<file path="config.mk">
export PLATFORM = sky130hd
export DESIGN_NAME = lsb_record_embedder
export DESIGN_NICKNAME = d
export VERILOG_FILES = /design/src/lsbe_pkg.sv /design/src/lsbe_ram.sv /design/src/lsb_record_embedder.sv
export SDC_FILE = /design/constraint.sdc
export NUM_CORES = 2
export LEC_CHECK = 0
export BUFFER_PORTS_ARGS = -buffer_cell sky130_fd_sc_hd__buf_2
export CORE_MARGIN = 2
export CORE_UTILIZATION = 25
export CTS_BUF_LIST = sky130_fd_sc_hd__clkbuf_2
export CTS_CLUSTER_SIZE = 25
export DETAILED_ROUTE_END_ITERATION = 6
export PLACE_DENSITY = 0.37
export SYNTH_ARGS = -nofsm -noshare
export SYNTH_HDL_FRONTEND = slang
export SYNTH_SLANG_ARGS = --single-unit
</file>
<file path="constraint.sdc">
create_clock -name clk -period 3.16 [get_ports clk]
set_clock_uncertainty 0.1 [all_clocks]
set_input_delay 0.316 -clock clk [delete_from_list [all_inputs] [get_ports clk]]
set_output_delay 0.316 -clock clk [all_outputs]
set_load 0.005 [all_outputs]
</file>
<file path="src/lsbe_pkg.sv">
// ----------------------------------------------------------------------------
// lsbe_pkg
// Shared constants for the record embedder: default sizes, register map,
// register reset values, beat kinds and sample limits.
// ----------------------------------------------------------------------------
package lsbe_pkg;

    localparam int RECORD_BYTES_DEF = 200;
    localparam int MAX_CHANNELS_DEF = 4;

    localparam int SAMPLE_W  = 8;
    localparam int CHANNELS  = 4;
    localparam int CC_W      = 3;
    localparam int APB_DW    = 32;
    localparam int APB_AW    = 3;

    localparam logic [CC_W-1:0] CHANNEL_COUNT_RST = 3'd3;

    // register index, taken from paddr[2]
    localparam logic REG_CHANNEL_COUNT = 1'b0;

    // beat kinds on s_tuser
    localparam logic MODE_LOAD  = 1'b0;
    localparam logic MODE_PIXEL = 1'b1;

    localparam logic [SAMPLE_W-1:0] SAMPLE_MAX     = 8'd255;
    localparam logic [SAMPLE_W-1:0] SAMPLE_MAX_DEC = 8'd254;

endpackage

</file>
<file path="src/lsbe_ram.sv">
// ----------------------------------------------------------------------------
// lsbe_ram
// Generic single-port-write, single-port-read RAM with registered read data
// and a read enable.
// ----------------------------------------------------------------------------
module lsbe_ram #(
    parameter int DATA_W = 8,
    parameter int DEPTH  = 256,
    parameter int ADDR_W = (DEPTH > 1) ? $clog2(DEPTH) : 1
) (
    input  logic              clk,
    input  logic              we,
    input  logic [ADDR_W-1:0] waddr,
    input  logic [DATA_W-1:0] wdata,
    input  logic              re,
    input  logic [ADDR_W-1:0] raddr,
    output logic [DATA_W-1:0] rdata
);

    logic [DATA_W-1:0] mem [DEPTH];
    logic [DATA_W-1:0] rdata_reg;

    always_ff @(posedge clk)
    begin
        if (we)
        begin
            mem[waddr] <= wdata;
        end
        if (re)
        begin
            rdata_reg <= mem[raddr];
        end
    end

    assign rdata = rdata_reg;

endmodule

</file>
<file path="src/lsb_record_embedder.sv">
// ----------------------------------------------------------------------------
// lsb_record_embedder
// Hides a stored byte record in the parity of pixel samples.
// ----------------------------------------------------------------------------
// One beat is accepted every clock cycle, load or pixel alike, unless
// back-pressure on m_tready stalls the pipeline. A pixel beat first does a
// registered read of the record RAM at the current byte position, then its
// adjusted samples are computed into the output register. A load beat writes
// the RAM and gives no result; a pixel right behind it already sees the new
// byte. Per-byte valid bits, cleared by reset, make the record read as all
// zero until written, so no clearing pass is needed after reset.
module lsb_record_embedder
    import lsbe_pkg::*;
#(
    parameter int RECORD_BYTES = RECORD_BYTES_DEF,
    parameter int MAX_CHANNELS = MAX_CHANNELS_DEF
) (
    input  logic                clk,
    input  logic                rst_n,

    input  logic                s_tvalid,
    output logic                s_tready,
    input  logic [47:0]         s_tdata,   // byte_slot, payload_byte, sample_a..sample_d
    input  logic                s_tuser,   // mode

    output logic                m_tvalid,
    input  logic                m_tready,
    output logic [39:0]         m_tdata,   // marked_a..marked_d, record_complete, zero pad

    input  logic                psel,
    input  logic                penable,
    input  logic                pwrite,
    input  logic [APB_AW-1:0]   paddr,
    input  logic [APB_DW-1:0]   pwdata,
    output logic [APB_DW-1:0]   prdata,
    output logic                pready
);

    localparam int ADDR_W = $clog2(RECORD_BYTES);

    // configuration
    logic [CC_W-1:0] channel_count_reg;

    assign pready = 1'b1;

    always_ff @(posedge clk or negedge rst_n)
    begin
        if (!rst_n)
        begin
            channel_count_reg <= CHANNEL_COUNT_RST;
        end
        else if (psel && penable && pwrite && pready && (paddr[2] == REG_CHANNEL_COUNT))
        begin
            channel_count_reg <= pwdata[CC_W-1:0];
        end
    end

    always_comb
    begin
        prdata = '0;
        if (paddr[2] == REG_CHANNEL_COUNT)
        begin
            prdata = {{(APB_DW-CC_W){1'b0}}, channel_count_reg};
        end
    end

    // input beat fields
    logic                in_mode;
    logic [7:0]          in_slot;
    logic [7:0]          in_byte;
    logic [SAMPLE_W-1:0] in_sample [CHANNELS];

    assign in_mode = s_tuser;
    assign in_slot = s_tdata[7:0];
    assign in_byte = s_tdata[15:8];

    always_comb
    begin
        for (int i = 0; i < CHANNELS; i++)
        begin
            in_sample[i] = s_tdata[16 + SAMPLE_W*i +: SAMPLE_W];
        end
    end

    // pipeline control
    logic s1_valid_reg;
    logic out_valid_reg;
    logic out_en;
    logic accept;
    logic load_we;
    logic pixel_acc;

    assign out_en    = !out_valid_reg || m_tready;
    assign s_tready  = !s1_valid_reg || out_en;
    assign accept    = s_tvalid && s_tready;
    assign pixel_acc = accept && (in_mode == MODE_PIXEL);
    assign load_we   = accept && (in_mode == MODE_LOAD)
                       && ({1'b0, in_slot} < 9'(RECORD_BYTES));

    // record position and completion flag
    logic [2:0]        bit_pos_reg;
    logic [2:0]        bit_pos_next;
    logic [ADDR_W-1:0] byte_pos_reg;
    logic [ADDR_W-1:0] byte_pos_next;
    logic              complete_reg;
    logic              complete_next;

    always_comb
    begin
        bit_pos_next  = bit_pos_reg + 3'd1;
        byte_pos_next = byte_pos_reg;
        complete_next = complete_reg;
        if (bit_pos_reg == 3'd7)
        begin
            if (byte_pos_reg == ADDR_W'(RECORD_BYTES - 1))
            begin
                byte_pos_next = '0;
                complete_next = 1'b1;
            end
            else
            begin
                byte_pos_next = byte_pos_reg + ADDR_W'(1);
            end
        end
    end

    always_ff @(posedge clk or negedge rst_n)
    begin
        if (!rst_n)
        begin
            bit_pos_reg  <= '0;
            byte_pos_reg <= '0;
            complete_reg <= 1'b0;
        end
        else if (pixel_acc)
        begin
            bit_pos_reg  <= bit_pos_next;
            byte_pos_reg <= byte_pos_next;
            complete_reg <= complete_next;
        end
    end

    // record store: ram plus per-byte valid bits
    logic [RECORD_BYTES-1:0] written_reg;
    logic [7:0]              ram_rdata;

    always_ff @(posedge clk or negedge rst_n)
    begin
        if (!rst_n)
        begin
            written_reg <= '0;
        end
        else if (load_we)
        begin
            written_reg[in_slot[ADDR_W-1:0]] <= 1'b1;
        end
    end

    lsbe_ram #(
        .DATA_W (8),
        .DEPTH  (RECORD_BYTES),
        .ADDR_W (ADDR_W)
    ) u_record_ram (
        .clk   (clk),
        .we    (load_we),
        .waddr (in_slot[ADDR_W-1:0]),
        .wdata (in_byte),
        .re    (pixel_acc),
        .raddr (byte_pos_reg),
        .rdata (ram_rdata)
    );

    // stage 1: waiting on ram read
    logic                s1_written_reg;
    logic [2:0]          s1_bit_reg;
    logic                s1_complete_reg;
    logic [SAMPLE_W-1:0] s1_sample_reg [CHANNELS];

    always_ff @(posedge clk or negedge rst_n)
    begin
        if (!rst_n)
        begin
            s1_valid_reg <= 1'b0;
        end
        else if (s_tready)
        begin
            s1_valid_reg <= pixel_acc;
        end
    end

    always_ff @(posedge clk)
    begin
        if (pixel_acc)
        begin
            s1_written_reg  <= written_reg[byte_pos_reg];
            s1_bit_reg      <= bit_pos_reg;
            s1_complete_reg <= complete_next;
            s1_sample_reg   <= in_sample;
        end
    end

    // parity adjust
    logic                record_bit;
    logic [7:0]          rec_byte;
    logic [SAMPLE_W-1:0] marked [CHANNELS];

    assign rec_byte   = s1_written_reg ? ram_rdata : 8'd0;
    assign record_bit = rec_byte[s1_bit_reg];

    always_comb
    begin
        for (int i = 0; i < CHANNELS; i++)
        begin
            marked[i] = s1_sample_reg[i];
            if ((i == 0) || ((i < MAX_CHANNELS) && (CC_W'(i) < channel_count_reg)))
            begin
                if (s1_sample_reg[i][0] != record_bit)
                begin
                    if (s1_sample_reg[i] == SAMPLE_MAX)
                    begin
                        marked[i] = SAMPLE_MAX_DEC;
                    end
                    else
                    begin
                        marked[i] = s1_sample_reg[i] + SAMPLE_W'(1);
                    end
                end
            end
        end
    end

    // output register
    logic [39:0] out_data_reg;

    always_ff @(posedge clk or negedge rst_n)
    begin
        if (!rst_n)
        begin
            out_valid_reg <= 1'b0;
        end
        else if (out_en)
        begin
            out_valid_reg <= s1_valid_reg;
        end
    end

    always_ff @(posedge clk)
    begin
        if (out_en && s1_valid_reg)
        begin
            out_data_reg <= {7'd0, s1_complete_reg, marked[3], marked[2], marked[1], marked[0]};
        end
    end

    assign m_tvalid = out_valid_reg;
    assign m_tdata  = out_data_reg;

endmodule
</file>
======== Word level (Yosys, flattened, before mapping) ========
Memory sizes are Yosys's and may differ from the RTL's. A register that Yosys moved wholly into a read port is not among the register bits.
Index checks and enable logic that the tools add are counted.
word-level totals
  input port bits ......................... 91
  register bits ........................... 287
  memories ................................ 1
  bits in writable memories ............... 1600
memories
  memory            depth  width  rd ports  clocked after memory_dff  write ports  RTL line        RTL
  u_record_ram.mem  200    8      1         1                         1            lsbe_ram.sv:20  logic [DATA_W-1:0] mem [DEPTH];
cells by class
  add/sub/neg operators ................... 6
  muxes and demuxes ....................... 24
  order comparisons ....................... 8
  reductions and logical operators ........ 14
  equality and inequality tests ........... 10
  bitwise logic cells ..................... 3
operators with widths
  operator                                                     number
  OR 200 bit                                                   1
  two-way mux 8 bit                                            13
  adder 8 x 1 -> 8 bit (second input constant)                 5
  == test 8 bit (second input constant)                        5
  less-than comparator 8 x 9 -> 1 bit (second input constant)  2
  logical AND 1 bit                                            9
  binary-select mux 1 bit (select 8 bit)                       1
  demux 1 bit (select 8 bit)                                   1
  >= comparator 8 x 1 -> 1 bit (second input constant)         1
  less-than comparator 8 bit (second input constant)           1
  two-way mux 1 bit                                            7
  less-than comparator 2 x 3 -> 1 bit (first input constant)   2
  less-than comparator 3 x 4 -> 1 bit (second input constant)  1
  inequality test 1 bit                                        4
  adder 3 x 1 -> 3 bit (second input constant)                 1
  binary-select mux 1 bit (select 3 bit)                       1
  == test 3 bit (second input constant)                        1
  less-than comparator 1 x 3 -> 1 bit (first input constant)   1
  two-way mux 3 bit                                            1
  zero test 1 bit                                              2
  logical OR 1 bit                                             2
  inverter 1 bit                                               2
  AND reduction 2 bit                                          1

======== Depth between registers and ports, before layout ========
  depth after elaboration ................. 8
  gate-level depth with buffers ........... 12

======== Modules after synthesis ========
From an unflattened synthesis, not the netlist that was laid out.
second synthesis, totals
  cells, all modules ...................... 3928
  area, all modules ....................... 75453.6 µm²
modules (own cells, without submodules)
  module               cells an instance  seq. area each (µm²)  area an instance (µm²)  times used
  lsbe_ram             2972               48286.3               62572.5                 1
  lsb_record_embedder  956                7534.7                12881.1                 1

======== Worst setup path before layout ========
No wires, ideal clock.
  path type ............................... flip-flop to flip-flop
  from .................................... register out_valid_reg (netlist: m_tvalid)
  to ...................................... register byte_pos_reg[5]
  clock period less this slack ............ 2.639 ns
  path buffers ............................ 1
  setup slack ............................. 0.521 ns
  required time ........................... 2.928 ns
  data arrival time ....................... 2.407 ns
  library setup time ...................... 0.132 ns
  stages on the path, launching flop included .. 9
  path through ............................ dfrtp_1 -> nand3b_1 -> nand3_1 -> inv_1 -> and2_1 -> clkbuf_1 -> nand3_1 -> nor2_1 -> xnor2_1
on the way
  word-level cells in the longest chain between the ends .. 6
ends and longest elaborated chain
  what                           RTL line                    RTL
  from (decl)                    lsb_record_embedder.sv:87   logic out_valid_reg;
  from (signal assigned)         lsb_record_embedder.sv:243  out_valid_reg <= s1_valid_reg;
  zero test 1 bit                lsb_record_embedder.sv:93   assign out_en = !out_valid_reg || m_tready;
  logical OR 1 bit               lsb_record_embedder.sv:93
  logical OR 1 bit               lsb_record_embedder.sv:94   assign s_tready = !s1_valid_reg || out_en;
  net s_tready                   lsb_record_embedder.sv:22   output logic s_tready,
  logical AND 1 bit              lsb_record_embedder.sv:95   assign accept = s_tvalid && s_tready;
  logical AND 1 bit              lsb_record_embedder.sv:96   assign pixel_acc = accept && (in_mode == MODE_PIXEL);
  net pixel_acc                  lsb_record_embedder.sv:91   logic pixel_acc;
  AND reduction 2 bit (no line)  -
  to (signal assigned)           lsb_record_embedder.sv:138  byte_pos_reg <= byte_pos_next;
  to (decl)                      lsb_record_embedder.sv:103  logic [ADDR_W-1:0] byte_pos_reg;
The timed path passes the listed nets, and every way through them passes these cells.
A chain may end at the register's enable or synchronous reset.

======== Worst setup path after layout ========
  from .................................... input s_tdata[0]
  to ...................................... memory u_record_ram.mem[78][7] (enable)
on the way
  word-level cells in the longest chain between the ends .. 4
ends and longest elaborated chain
  what                                     RTL line                   RTL
  from (decl)                              lsb_record_embedder.sv:23  input logic [47:0] s_tdata,
  less-than comparator 8 bit               lsb_record_embedder.sv:98  && ({1'b0, in_slot} < 9'(RECORD_BYTES));
  logical AND 1 bit                        lsb_record_embedder.sv:98
  two-way mux 1 bit                        lsbe_ram.sv:25             if (we)
  two-way mux 1 bit (implied by the code)  lsbe_ram.sv:27             mem[waddr] <= wdata;
  to (decl)                                lsbe_ram.sv:20
Several ways; a longest one is shown, not always the timed one.

==> impl_metrics.env <==
export IMPL_antenna_found_initial=17
export IMPL_clockBufferDepth=4
export IMPL_clkTransAtPathRegs_ps=100
export IMPL_yosysTopAreaCell="edfxtp_1"
export IMPL_place_congestion=0.782
export IMPL_fp_dieH_microns=552
export IMPL_io_buffers=97
export IMPL_rows=201
export IMPL_outcome="finished, violations left"
export IMPL_post_synth_top_count_cell="edfxtp_1"
export IMPL_dieWidth_microns=552
export IMPL_dr_pass1_iters=7
export IMPL_clockRootBuffer="clkbuf_2"
export IMPL_crit_path_max_fanout=6
export IMPL_placed_cells=8366
export IMPL_grt_overflow_total=0
export IMPL_p_leak_nw=33.3
export IMPL_fill_cells=29661
export IMPL_synth_edff_count=1678
export IMPL_worst_slew_pin_slew_ps=1010
export IMPL_ant_nets=0
export IMPL_hp_class="input pin to flip-flop"
export IMPL_max_vdd_ir_drop_mv=0.328
export IMPL_grt_pass1_wl_mm=356
export IMPL_cp_start_kind="input pin"
export IMPL_timing_hold_ws_ps=310
export IMPL_tns_ps=-314
export IMPL_async_flop_share_pct=11.5
export IMPL_syn_inst=3882
export IMPL_drt_wl_total_mm=256
export IMPL_stdcell_count=9588
export IMPL_cts_sinks=1895
export IMPL_grt_max_degree=112
export IMPL_drt_iter0_markers=3402
export IMPL_cts_tree="done"
export IMPL_ys_ff_latch=1895
export IMPL_area_delta_synth_final_pct=24.7
export IMPL_wire_per_inst_microns=26.7
export IMPL_yosysUniqueCellTypes=76
export IMPL_crit_arrival_ps=4770
export IMPL_hold_viol_final=0
export IMPL_period_share_pct=102
export IMPL_die_area_sq_um=305000
export IMPL_timing_final_ws_setup_ps=-67.2
export IMPL_h_tree_depth=6
export IMPL_drc=1
export IMPL_failed_checks="DRC, setup timing"
export IMPL_dpl_cell_area_sq_um=85100
export IMPL_fin_crit_ps=3230
export IMPL_place_ws_ps=-421
export IMPL_crit_required_ps=4700
export IMPL_groute_usage_overall_pct=16.6
export IMPL_vias=43160
export IMPL_grt_pass1_vias=45511
export IMPL_dp_hpwl_mm=163
export IMPL_ioPinCount=166
export IMPL_synth_area_leaders="edfxtp_1 (67%), mux4_2 (12%), dfrtp_1 (7.2%)"
export IMPL_rsz0062_at_grt="yes"
export IMPL_crit_path_end_kind="flip-flop"
export IMPL_cts_buffers_inserted=540
export IMPL_yosys_warnings=0
export IMPL_p_per_area_nw_per_um2=709
export IMPL_max_slew_margin_rel_pct=32.7
export IMPL_design_area_sq_um=93600
export IMPL_synth_avg_cell_area_sq_um=19.3
export IMPL_synth_commonest_cells="edfxtp_1 (1678), mux4_2 (388), nor2_1 (238)"
export IMPL_start_util_pct=25.1
export IMPL_synth_seq_area_share_pct=74.4
export IMPL_netlist_area_sq_um=75000
export IMPL_synth_top_area_share_pct=67.2
export IMPL_post_route_cells_drive_above_1_share_pct=40.7
export IMPL_max_freq_mhz=310
export IMPL_synth_ff_type="edfxtp_1"
export IMPL_slew_violations=0
export IMPL_worstSkewPairLatency_ps=1970
export IMPL_nets=5309
export IMPL_largest_reg_flops=1600
export IMPL_cap_violations=0
export IMPL_core_sq_um=299000
export IMPL_setup_viol=7
export IMPL_viasPerCell=4.50
export IMPL_path_class="input pin to flip-flop"
[stage by stage]
stage	power [W]	utilization, %
6_report	0.0664	31.3
5_1_grt	0.0697	31.3
4_1_cts	0.0672	31.1
3_5_place_dp	0.0471	28.4
3_3_place_gp	0.0472	28.4
2_1_floorplan	0.0384	-
[where the power goes]
group	switching, W	internal (W)
Sequential	0.000193	0.0276
Combinational	0.0104	0.00915
Clock	0.0109	0.00808
Total	0.0216	0.0448
[worst max-delay path: stages]
cell and delay [ps]:
dlygate4sd3_1 560, buf_2 140, dlygate4sd3_1 670, nor2b_1 140
dlygate4sd3_1 600, buf_4 140, nand3_2 60, dlygate4sd3_1 560
dlygate4sd3_1 580, dlygate4sd3_1 580, nor2_2 200, buf_4 210
[cells by family after synthesis]
| family | synth area share, % |
|---|---|
| other cells | 0.0100 |
| simple gates | 3.80 |
| compound gates | 4.53 |
| xor+xnor | 0.198 |
| flops | 74.4 |
| mux | 14.6 |
| buf+inv | 2.31 |
| fa+ha+maj | 0.117 |
[worst paths after layout]
check,start,endpoint,slack (ps),cells past startpoint
worst max-delay path,s_tdata[0],u_record_ram.mem[78][7],-70,12
worst min-delay path,s_tdata[1],u_record_ram.mem[67][5],310,6
worst max register to register,byte_pos_reg[0],u_record_ram.rdata[2],-10,8
worst min register to register,s1_complete_reg,m_tdata[32],350,0
max in group asynchronous,rst_n,written_reg[188],1360,7
min in group asynchronous,rst_n,written_reg[80],660,6
[cell usage in the layout (no fill, tap or decap), drive strengths merged, types with 28 or more instances in the layout]
cell type / count
edfxtp: 1678
clkbuf: 821
buf: 798
mux4: 388
nor2: 238
dlygate4sd3: 221
dfrtp: 215
mux2i: 199
nand2: 125
o21bai: 107
or2: 104
clkinv: 95
a221oi: 58
a21oi: 55
a22oi: 53
o21ai: 43
conb: 37
nand3: 35
inv: 28
[layout make-up]
cell class | instances | area (sq um) | share of cell area, %
antenna | 6 | 15.0 | 0.0160
clock buffer | 818 | 4090 | 4.38
clock inverter | 137 | 1030 | 1.10
inverter | 13 | 56.3 | 0.0602
multi-input combinational | 1739 | 18100 | 19.4
sequential | 1895 | 55800 | 59.7
tap | 3958 | 4950 | 5.29
timing repair buffer | 1022 | 9460 | 10.1
[repair_timing]
item / in CTS / in global routing
endpoints found under the hold margin: 3744 / 167
cloned: 0 / 1
pin swaps: 6 / 15
hold buffers: 230 / 1
setup endpoints to repair: 27 / 66
resized for setup: 40 / 76
setup buffers: 17 / 14
[metal layers]
| metal | track usage [%] | up-vias | wire length (microns) |
|---|---|---|---|
| li1 | - | 18703 | - |
| met1 | 22.7 | 22713 | 114000 |
| met2 | 27.1 | 1365 | 123000 |
| met3 | 2.81 | 371 | 13100 |
| met4 | 4.81 | 8 | 5710 |
| met5 | 0 | - | 57 |
No activity file was read; power rests on OpenSTA's default activity.
